**config.mk**
```make
export PLATFORM = sky130hd
export DESIGN_NAME = cpu6502_effective_address_unit
export DESIGN_NICKNAME = d
export VERILOG_FILES = /design/src/eau_pkg.sv /design/src/eau_in_reg.sv /design/src/eau_core.sv /design/src/eau_out_reg.sv /design/src/cpu6502_effective_address_unit.sv
export SDC_FILE = /design/constraint.sdc
export NUM_CORES = 1
export LEC_CHECK = 0
export ABC_AREA = 1
export BUFFER_PORTS_ARGS = -buffer_cell sky130_fd_sc_hd__buf_2
export CAP_MARGIN = 20
export CORE_MARGIN = 2
export CORE_UTILIZATION = 50
export DETAILED_ROUTE_END_ITERATION = 8
export PLACE_DENSITY_LB_ADDON = 0.1
export SLEW_MARGIN = 30
export SYNTH_ARGS = -nofsm -noshare
export SYNTH_HDL_FRONTEND = slang
export SYNTH_HIERARCHICAL = 1
export SYNTH_SLANG_ARGS = --single-unit
```
**constraint.sdc**
```tcl
create_clock -name clk -period 5.6 [get_ports clk]
set_input_delay 0.28 -clock clk [delete_from_list [all_inputs] [get_ports clk]]
set_output_delay 0.28 -clock clk [all_outputs]
set_load 0.02 [all_outputs]
```
**src/eau_pkg.sv**
```systemverilog
// ----------------------------------------------------------------------------
// eau_pkg: shared types and helpers for the 6502 effective address unit
// Holds the input word and result word layouts, the mode and phase codes,
// and small constructors for result words.
// ----------------------------------------------------------------------------
package eau_pkg;

	localparam logic ACT_START = 1'b0;
	localparam logic ACT_DATA  = 1'b1;

	localparam logic [7:0]  PAGE_ZERO  = 8'h00;
	localparam logic [15:0] ADDR_NONE  = 16'h0000;

	typedef enum logic [3:0] {
		MODE_IMP  = 4'd0,
		MODE_ACC  = 4'd1,
		MODE_IMM  = 4'd2,
		MODE_ZP   = 4'd3,
		MODE_ZPX  = 4'd4,
		MODE_ZPY  = 4'd5,
		MODE_REL  = 4'd6,
		MODE_ABS  = 4'd7,
		MODE_ABSX = 4'd8,
		MODE_ABSY = 4'd9,
		MODE_IND  = 4'd10,
		MODE_INDX = 4'd11,
		MODE_INDY = 4'd12
	} mode_t;

	// Operand or pointer byte awaited next, counting from one; idle when none pending.
	typedef enum logic [2:0] {
		PH_IDLE = 3'd0,
		PH_1    = 3'd1,
		PH_2    = 3'd2,
		PH_3    = 3'd3,
		PH_4    = 3'd4
	} phase_t;

	typedef struct packed {
		logic        action;
		logic [3:0]  mode;
		logic [15:0] prog_counter;
		logic [7:0]  index_x;
		logic [7:0]  index_y;
		logic [7:0]  read_data;
	} item_t;

	typedef struct packed {
		logic        done_res;
		logic [15:0] read_address;
		logic [15:0] effective_address;
		logic [15:0] next_pc;
		logic        page_penalty;
	} result_t;

	function automatic result_t mk_req(input logic [15:0] addr);
		result_t r;
		r.done_res          = 1'b0;
		r.read_address      = addr;
		r.effective_address = ADDR_NONE;
		r.next_pc           = ADDR_NONE;
		r.page_penalty      = 1'b0;
		return r;
	endfunction

	function automatic result_t mk_done(input logic [15:0] ea, input logic [15:0] npc,
			input logic pen);
		result_t r;
		r.done_res          = 1'b1;
		r.read_address      = ADDR_NONE;
		r.effective_address = ea;
		r.next_pc           = npc;
		r.page_penalty      = pen;
		return r;
	endfunction

endpackage

```
**src/eau_in_reg.sv**
```systemverilog
// ----------------------------------------------------------------------------
// eau_in_reg: input word register
// Captures one input word and holds it until the core consumes it.
// ----------------------------------------------------------------------------
module eau_in_reg
	import eau_pkg::*;
(
	input  logic  clk,
	input  logic  arst_n,
	input  logic  in_valid,
	output logic  in_ready,
	input  item_t item_in,
	input  logic  take,
	output logic  valid_s1,
	output item_t item_s1
);

	logic valid_q;

	// A new word can enter when the register is empty or the held one leaves in the same cycle.
	assign in_ready = !valid_q || take;
	assign valid_s1 = valid_q;

	always_ff @(posedge clk or negedge arst_n) begin
		if (!arst_n) begin
			valid_q <= 1'b0;
		end else if (in_ready) begin
			valid_q <= in_valid;
		end
	end

	always_ff @(posedge clk) begin
		if (in_valid && in_ready) begin
			item_s1 <= item_in;
		end
	end

endmodule

```
**src/eau_core.sv**
```systemverilog
// ----------------------------------------------------------------------------
// eau_core: addressing mode sequencer
// Holds the resolution state and turns each input word into at most one
// result word: a byte read request or the resolved address.
// ----------------------------------------------------------------------------
module eau_core
	import eau_pkg::*;
(
	input  logic    clk,
	input  logic    arst_n,
	input  item_t   item,
	input  logic    fire,
	output logic    emit,
	output result_t res
);

	typedef struct packed {
		phase_t      phase;
		mode_t       mode;
		logic [15:0] pc;
		logic [7:0]  x;
		logic [7:0]  y;
		logic [15:0] pointer;
		logic [7:0]  low;
	} st_t;

	st_t         cur_q;
	st_t         nxt;
	logic [15:0] pc_inc;
	logic [15:0] word;
	logic [15:0] sum_x;
	logic [15:0] sum_y;
	logic [7:0]  zp_x;
	logic [7:0]  zp_y;
	logic [7:0]  ptr_inc;
	logic        pen_x;
	logic        pen_y;

	assign pc_inc  = cur_q.pc + 16'd1;
	assign word    = {item.read_data, cur_q.low};
	assign sum_x   = word + {PAGE_ZERO, cur_q.x};
	assign sum_y   = word + {PAGE_ZERO, cur_q.y};
	assign pen_x   = (sum_x[15:8] != word[15:8]);
	assign pen_y   = (sum_y[15:8] != word[15:8]);
	assign zp_x    = item.read_data + cur_q.x;
	assign zp_y    = item.read_data + cur_q.y;
	// Pointer high byte never takes the carry: zero page wrap and the JMP bug.
	assign ptr_inc = cur_q.pointer[7:0] + 8'd1;

	always_comb begin
		nxt  = cur_q;
		emit = 1'b0;
		res  = mk_req(ADDR_NONE);
		if (item.action == ACT_START) begin
			emit       = 1'b1;
			nxt.mode   = mode_t'(item.mode);
			nxt.pc     = item.prog_counter;
			nxt.x      = item.index_x;
			nxt.y      = item.index_y;
			nxt.phase  = PH_IDLE;
			if (item.mode == MODE_IMM) begin
				res = mk_done(item.prog_counter, item.prog_counter + 16'd1, 1'b0);
			end else if (item.mode inside {[MODE_ZP:MODE_INDY]}) begin
				nxt.phase = PH_1;
				res       = mk_req(item.prog_counter);
			end else begin
				res = mk_done(ADDR_NONE, item.prog_counter, 1'b0);
			end
		end else if (cur_q.phase != PH_IDLE) begin
			emit      = 1'b1;
			nxt.phase = PH_IDLE;
			case (cur_q.phase)
				PH_1: begin
					nxt.pc = pc_inc;
					case (cur_q.mode)
						MODE_ZP:  res = mk_done({PAGE_ZERO, item.read_data}, pc_inc, 1'b0);
						MODE_ZPX: res = mk_done({PAGE_ZERO, zp_x}, pc_inc, 1'b0);
						MODE_ZPY: res = mk_done({PAGE_ZERO, zp_y}, pc_inc, 1'b0);
						MODE_REL: begin
							res = mk_done({{8{item.read_data[7]}}, item.read_data},
								pc_inc, 1'b0);
						end
						MODE_INDX: begin
							nxt.pointer = {PAGE_ZERO, zp_x};
							nxt.phase   = PH_2;
							res         = mk_req({PAGE_ZERO, zp_x});
						end
						MODE_INDY: begin
							nxt.pointer = {PAGE_ZERO, item.read_data};
							nxt.phase   = PH_2;
							res         = mk_req({PAGE_ZERO, item.read_data});
						end
						default: begin
							nxt.low   = item.read_data;
							nxt.phase = PH_2;
							res       = mk_req(pc_inc);
						end
					endcase
				end
				PH_2: begin
					case (cur_q.mode)
						MODE_ABS: begin
							nxt.pc = pc_inc;
							res    = mk_done(word, pc_inc, 1'b0);
						end
						MODE_ABSX: begin
							nxt.pc = pc_inc;
							res    = mk_done(sum_x, pc_inc, pen_x);
						end
						MODE_ABSY: begin
							nxt.pc = pc_inc;
							res    = mk_done(sum_y, pc_inc, pen_y);
						end
						MODE_IND: begin
							nxt.pc      = pc_inc;
							nxt.pointer = word;
							nxt.phase   = PH_3;
							res         = mk_req(word);
						end
						MODE_INDX, MODE_INDY: begin
							nxt.low   = item.read_data;
							nxt.phase = PH_3;
							res       = mk_req({PAGE_ZERO, ptr_inc});
						end
						default: res = mk_done(ADDR_NONE, cur_q.pc, 1'b0);
					endcase
				end
				PH_3: begin
					case (cur_q.mode)
						MODE_IND: begin
							nxt.low   = item.read_data;
							nxt.phase = PH_4;
							res       = mk_req({cur_q.pointer[15:8], ptr_inc});
						end
						MODE_INDX: res = mk_done(word, cur_q.pc, 1'b0);
						MODE_INDY: res = mk_done(sum_y, cur_q.pc, pen_y);
						default:   res = mk_done(ADDR_NONE, cur_q.pc, 1'b0);
					endcase
				end
				PH_4: begin
					if (cur_q.mode == MODE_IND) begin
						res = mk_done(word, cur_q.pc, 1'b0);
					end else begin
						res = mk_done(ADDR_NONE, cur_q.pc, 1'b0);
					end
				end
				default: res = mk_done(ADDR_NONE, cur_q.pc, 1'b0);
			endcase
		end
	end

	always_ff @(posedge clk or negedge arst_n) begin
		if (!arst_n) begin
			cur_q <= '0;
		end else if (fire) begin
			cur_q <= nxt;
		end
	end

	// A resolved address ends the sequence; a request keeps it open.
	a_done_idles: assert property (@(posedge clk) disable iff (!arst_n)
		fire && emit && res.done_res |=> cur_q.phase == PH_IDLE)
		else $error("phase not idle after a resolved address");

	a_req_busy: assert property (@(posedge clk) disable iff (!arst_n)
		fire && emit && !res.done_res |=> cur_q.phase != PH_IDLE)
		else $error("phase idle after a read request");

	a_pen_done: assert property (@(posedge clk) disable iff (!arst_n)
		emit && res.page_penalty |-> res.done_res)
		else $error("page penalty on a read request");

	a_idle_data: assert property (@(posedge clk) disable iff (!arst_n)
		item.action == ACT_DATA && cur_q.phase == PH_IDLE |-> !emit)
		else $error("result for a data word while idle");

endmodule

```
**src/eau_out_reg.sv**
```systemverilog
// ----------------------------------------------------------------------------
// eau_out_reg: result word register
// Holds one result word until the consumer takes it.
// ----------------------------------------------------------------------------
module eau_out_reg
	import eau_pkg::*;
(
	input  logic    clk,
	input  logic    arst_n,
	input  logic    load,
	input  result_t res_in,
	output logic    space,
	output logic    out_valid,
	input  logic    out_ready,
	output result_t res_s2
);

	logic valid_q;

	assign space     = !valid_q || out_ready;
	assign out_valid = valid_q;

	always_ff @(posedge clk or negedge arst_n) begin
		if (!arst_n) begin
			valid_q <= 1'b0;
		end else if (space) begin
			valid_q <= load;
		end
	end

	always_ff @(posedge clk) begin
		if (load && space) begin
			res_s2 <= res_in;
		end
	end

endmodule

```
**src/cpu6502_effective_address_unit.sv**
```systemverilog
// ----------------------------------------------------------------------------
// cpu6502_effective_address_unit: 6502 addressing mode resolver
// Resolves the effective address for all thirteen 6502 addressing modes
// through a stream of start words and read data words.
// ----------------------------------------------------------------------------
// A start word (action 0) brings the mode, PC, X and Y. Immediate, implied,
// accumulator and undefined modes finish at once; every other mode answers
// with a read request (done_res 0, read_address set), and each following
// data word (action 1, read_data) carrying that byte produces the next
// request or the final result (done_res 1, effective_address, next_pc,
// page_penalty). Zero page indexing and indirect pointers wrap within their
// page, JMP indirect keeps the original page-wrap quirk, and relative mode
// returns the sign-extended offset. A data word with no resolution open is
// taken and dropped; a start word while one is open abandons it. The unit
// takes one word per clock while the consumer keeps up: each word passes
// through an input register and one pass of short adders and compares into
// a result register, which holds its result on the outputs until the
// consumer takes it. While a result waits for the consumer, the input
// register takes one more word; then the input stalls until the result is
// taken, except that a data word with no resolution open still passes and
// is dropped.
module cpu6502_effective_address_unit
	import eau_pkg::*;
(
	input  logic        clk,
	input  logic        arst_n,
	input  logic        in_valid,
	output logic        in_ready,
	input  logic        action,
	input  logic [3:0]  mode,
	input  logic [15:0] prog_counter,
	input  logic [7:0]  index_x,
	input  logic [7:0]  index_y,
	input  logic [7:0]  read_data,
	output logic        out_valid,
	input  logic        out_ready,
	output logic        done_res,
	output logic [15:0] read_address,
	output logic [15:0] effective_address,
	output logic [15:0] next_pc,
	output logic        page_penalty
);

	item_t   item_in;
	item_t   item_s1;
	logic    valid_s1;
	logic    take;
	logic    emit;
	logic    space;
	result_t res;
	result_t res_s2;

	assign item_in.action       = action;
	assign item_in.mode         = mode;
	assign item_in.prog_counter = prog_counter;
	assign item_in.index_x      = index_x;
	assign item_in.index_y      = index_y;
	assign item_in.read_data    = read_data;

	// The held word moves on when it makes no result, or when the result
	// register has room for the one it makes.
	assign take = valid_s1 && (!emit || space);

	eau_in_reg u_in (
		.clk      (clk),
		.arst_n   (arst_n),
		.in_valid (in_valid),
		.in_ready (in_ready),
		.item_in  (item_in),
		.take     (take),
		.valid_s1 (valid_s1),
		.item_s1  (item_s1)
	);

	eau_core u_core (
		.clk    (clk),
		.arst_n (arst_n),
		.item   (item_s1),
		.fire   (take),
		.emit   (emit),
		.res    (res)
	);

	eau_out_reg u_out (
		.clk       (clk),
		.arst_n    (arst_n),
		.load      (take && emit),
		.res_in    (res),
		.space     (space),
		.out_valid (out_valid),
		.out_ready (out_ready),
		.res_s2    (res_s2)
	);

	assign done_res          = res_s2.done_res;
	assign read_address      = res_s2.read_address;
	assign effective_address = res_s2.effective_address;
	assign next_pc           = res_s2.next_pc;
	assign page_penalty      = res_s2.page_penalty;

endmodule
```
==> reports/metrics.csv <==
stage,metric,value,unit
route,finalWirelength,34300,um
synth,netlist_instances,1444,
die,die-area,22900,um2
synth,synth_nets,1530,
power_and_ir_drop,p_int,0.00345,W
sta,timing.hold.ws,19.1,ps
power_and_ir_drop,power_frac_comb,50.5,%
power_and_ir_drop,leakagePower,5.55,nW
worst_setup_path,critPathMaxFanout,32,
placement,placed_area,11500,um2
global_route,grt_max_degree,66,
synth,yosysUniqueCellTypes,51,
cts,ctsResizeCount,0,
placement,gp_congestion,0.948,
global_route,antenna_found_initial,0,
route,drt-initial-drc-count,1062,
synth,ys_seq_area_share,41.3,%
synth,avgSynthCellArea,7.50,um2
die,fp-row-count,53,
route,vias,10566,
die,die_h,151,um
route,drc,0,
power_and_ir_drop,power_density,550,nW/um2
die,die_w,151,um
die,pin_count,101,
power_and_ir_drop,pwr-share-seq,31.2,%
global_route,grt_pass1_wl,52800,um
cts,numCtsBuffers,17,
min_path,hold_depth,1,
cts,cts.clk_slew.worst_paths,70,ps
cts,clockBufferDepth,2,
worst_setup_path,r2r_cells,9,
global_route,use_met3,6.72,%
sta,period_share,56.8,%
cts,root_buffer,clkbuf_16,
placement,io_buffer_count,100,
cts,cts_tree,done,
cts,postCtsSetupRepairBufs,0,
sta,fin_tns_setup,0,ps
synth,synth_edf_count,95,
finish,area_growth,12.4,%
die,core_area,21200,um2
synth,synth_warnings,6,
route,firstDrtPassIters,8,
die,start_util,51.2,%
power_and_ir_drop,ir_drop,0.419,mV
route,viasPerCell,5.83,
sta,slew-limit-headroom,39.0,%
synth,ys_ff_latch,160,
global_route,grt_use_total,30.7,%
sta,final-setup-viol-count,0,
worst_setup_path,critPathRequiredTime,5950,ps
worst_setup_path,worst-setup-path-type,reg2reg,
global_route,met2_usage,45.0,%
cts,htree_num_levels,4,
worst_setup_path,endpoint_kind,register,
power_and_ir_drop,swShare,48.5,%
synth,syn_area,10800,um2
finish,diodes,0,
sta,hold_violations,0,
finish,layout_common_cells,"413 x nand2_1, 162 x inv_1, 159 x nand3_1",
synth,synth_ff_type,edfxtp_1,
worst_setup_path,critPathArrivalTime,3530,ps
sta,rsz0062_at_grt,no,
power_and_ir_drop,power_switching,0.00325,W
cts,cts_sinks,160,
route,postRouteAntennaNets,0,
global_route,use_met1,44.5,%
cts,worst_skew_pair.late_latency,430,ps
finish,mostFrequentLayoutCell,nand2_1,
placement,hpwl,25500,um
power_and_ir_drop,p_clk_share,18.4,%
sta,finalMaxSlewViolations,0,
finish,final_layout_size_suffix_gt1_share,12.8,%
sta,min_period,3180,ps
synth,ys_async_sr_fraction,40.6,%
run,cap_violations,0,
global_route,top_usage_layer,met2,
run_status,status,"complete, no violations",
finish,nNetsFinal,1610,
cts,hold_buffers,0,
finish,final_cell_area,12200,um2
global_route,grt_overflow_total,0,
min_path,hold_path_class,in2reg,
route,wl_per_cell,18.9,um
sta,fin_skew,7.86,ps
sta,fmax,0.314,GHz
global_route,grt_pass1_vias,9716,
worst_setup_path,crit_path_start_kind,register,
sta,tightest_slew,912,ps
[kinds of logic (layout without fill, tap and decap cells)]
logic type / count (synthesis) / in the layout / synth area share, %
flops: 160 / 160 / 41.3
mux: 15 / 15 / 1.56
fa+ha+maj: 37 / 37 / 4.55
compound gates: 260 / 260 / 13.9
buf+inv: 222 / 315 / 7.98
simple gates: 730 / 730 / 29.1
xor+xnor: 20 / 20 / 1.62
[per-layer routing]
metal	wire length, um	share of wire (%)
met2	14800	43
met5	0	0
met4	1070	3.1
met1	15200	44
met3	3250	9.5
[metrics by stage]
stage / power (W) / std cells / setup slack [ps] / util [%]
after CTS: 0.00665 / 1811 / 2250 / 57.5
after detailed placement: 0.00540 / 1779 / 2280 / 54.6
after floorplan: 0.00443 / 1444 / 1600 / -
after global placement: 0.00536 / 1779 / 2390 / 54.6
after global routing: 0.00721 / 1812 / 2140 / 57.6
final: 0.00670 / 1812 / 2420 / 57.6
[synthesized netlist by cell type (5+ instances only)]
| cell type | instances | area, um2 |
|---|---|---|
| buf_2 | 13 | 65.1 |
| nand3b_1 | 5 | 37.5 |
| or2_2 | 6 | 37.5 |
| nand2_1 | 414 | 1550 |
| o21ai_0 | 116 | 581 |
| nand3_1 | 159 | 796 |
| o31ai_1 | 8 | 60.1 |
| o211ai_1 | 17 | 128 |
| inv_2 | 11 | 41.3 |
| nor3_1 | 17 | 85.1 |
| clkbuf_1 | 26 | 97.6 |
| dfrtp_1 | 65 | 1630 |
| xnor2_1 | 5 | 43.8 |
| edfxtp_1 | 95 | 2850 |
| mux2_2 | 15 | 169 |
| nor2_1 | 89 | 334 |
| nand2_2 | 6 | 37.5 |
| a31oi_1 | 7 | 43.8 |
| ha_1 | 33 | 413 |
| xor2_1 | 15 | 131 |
| a21oi_1 | 52 | 260 |
| inv_1 | 162 | 608 |
| o221ai_1 | 5 | 43.8 |
| nand4_1 | 16 | 100 |
| o22ai_1 | 19 | 119 |
| o21ai_1 | 11 | 55.1 |
| buf_1 | 5 | 18.8 |
[state kept, by name, indices dropped and copies added, names as in the netlist]
register         count
u_in/item_s1        45
u_in/valid_s1        1
u_out/res_s2        50
u_core/cur_q        63
u_out/out_valid      1
[layout make-up]
type / instances / area [um2]
clock inverters: 15 / 193
multi-input cells: 1062 / 5510
repair buffers: 108 / 567
inverters: 175 / 657
clock buffers: 17 / 425
fillers: 2020 / 8970
flip-flops and latches: 160 / 4480
well taps: 275 / 344
[worst paths after layout]
kind / end / from / slack, ps
hold reg to reg: u_core/cur_q[31]$_DFFE_PN0P_ / u_in/item_s1[15]$_DFFE_PP_ / 470
min in group asynchronous: u_core/cur_q[34]$_DFFE_PN0P_ / arst_n / 480
setup / recovery: u_core/cur_q[11]$_DFFE_PN0P_ / u_in/item_s1[44]$_DFFE_PP_ / 2420
max in group asynchronous: u_core/cur_q[49]$_DFFE_PN0P_ / arst_n / 4660
setup reg to reg: u_core/cur_q[11]$_DFFE_PN0P_ / u_in/item_s1[44]$_DFFE_PP_ / 2420
hold / removal: u_in/item_s1[23]$_DFFE_PP_ / index_x[7] / 20
[worst max-delay path, cell delays in order, from the launching register on]
cell      delay, ps
edfxtp_1        910
inv_1            90
buf_4           290
nor2_8          250
inv_2           120
nor2_1          150
nand4_1         530
inv_2           500
o211ai_1        130
o21ai_0         100
[power by group through the flow]
stage / clock, W / sequential, W / combinational (W)
final: 0.00123 / 0.00209 / 0.00338
after global routing: 0.00130 / 0.00214 / 0.00378
after CTS: 0.00125 / 0.00208 / 0.00333
after detailed placement: 0 / 0.00210 / 0.00330
after global placement: 0 / 0.00209 / 0.00327
after floorplan: 0 / 0.00211 / 0.00232
Note: power is estimated with default switching activity, not from simulation.
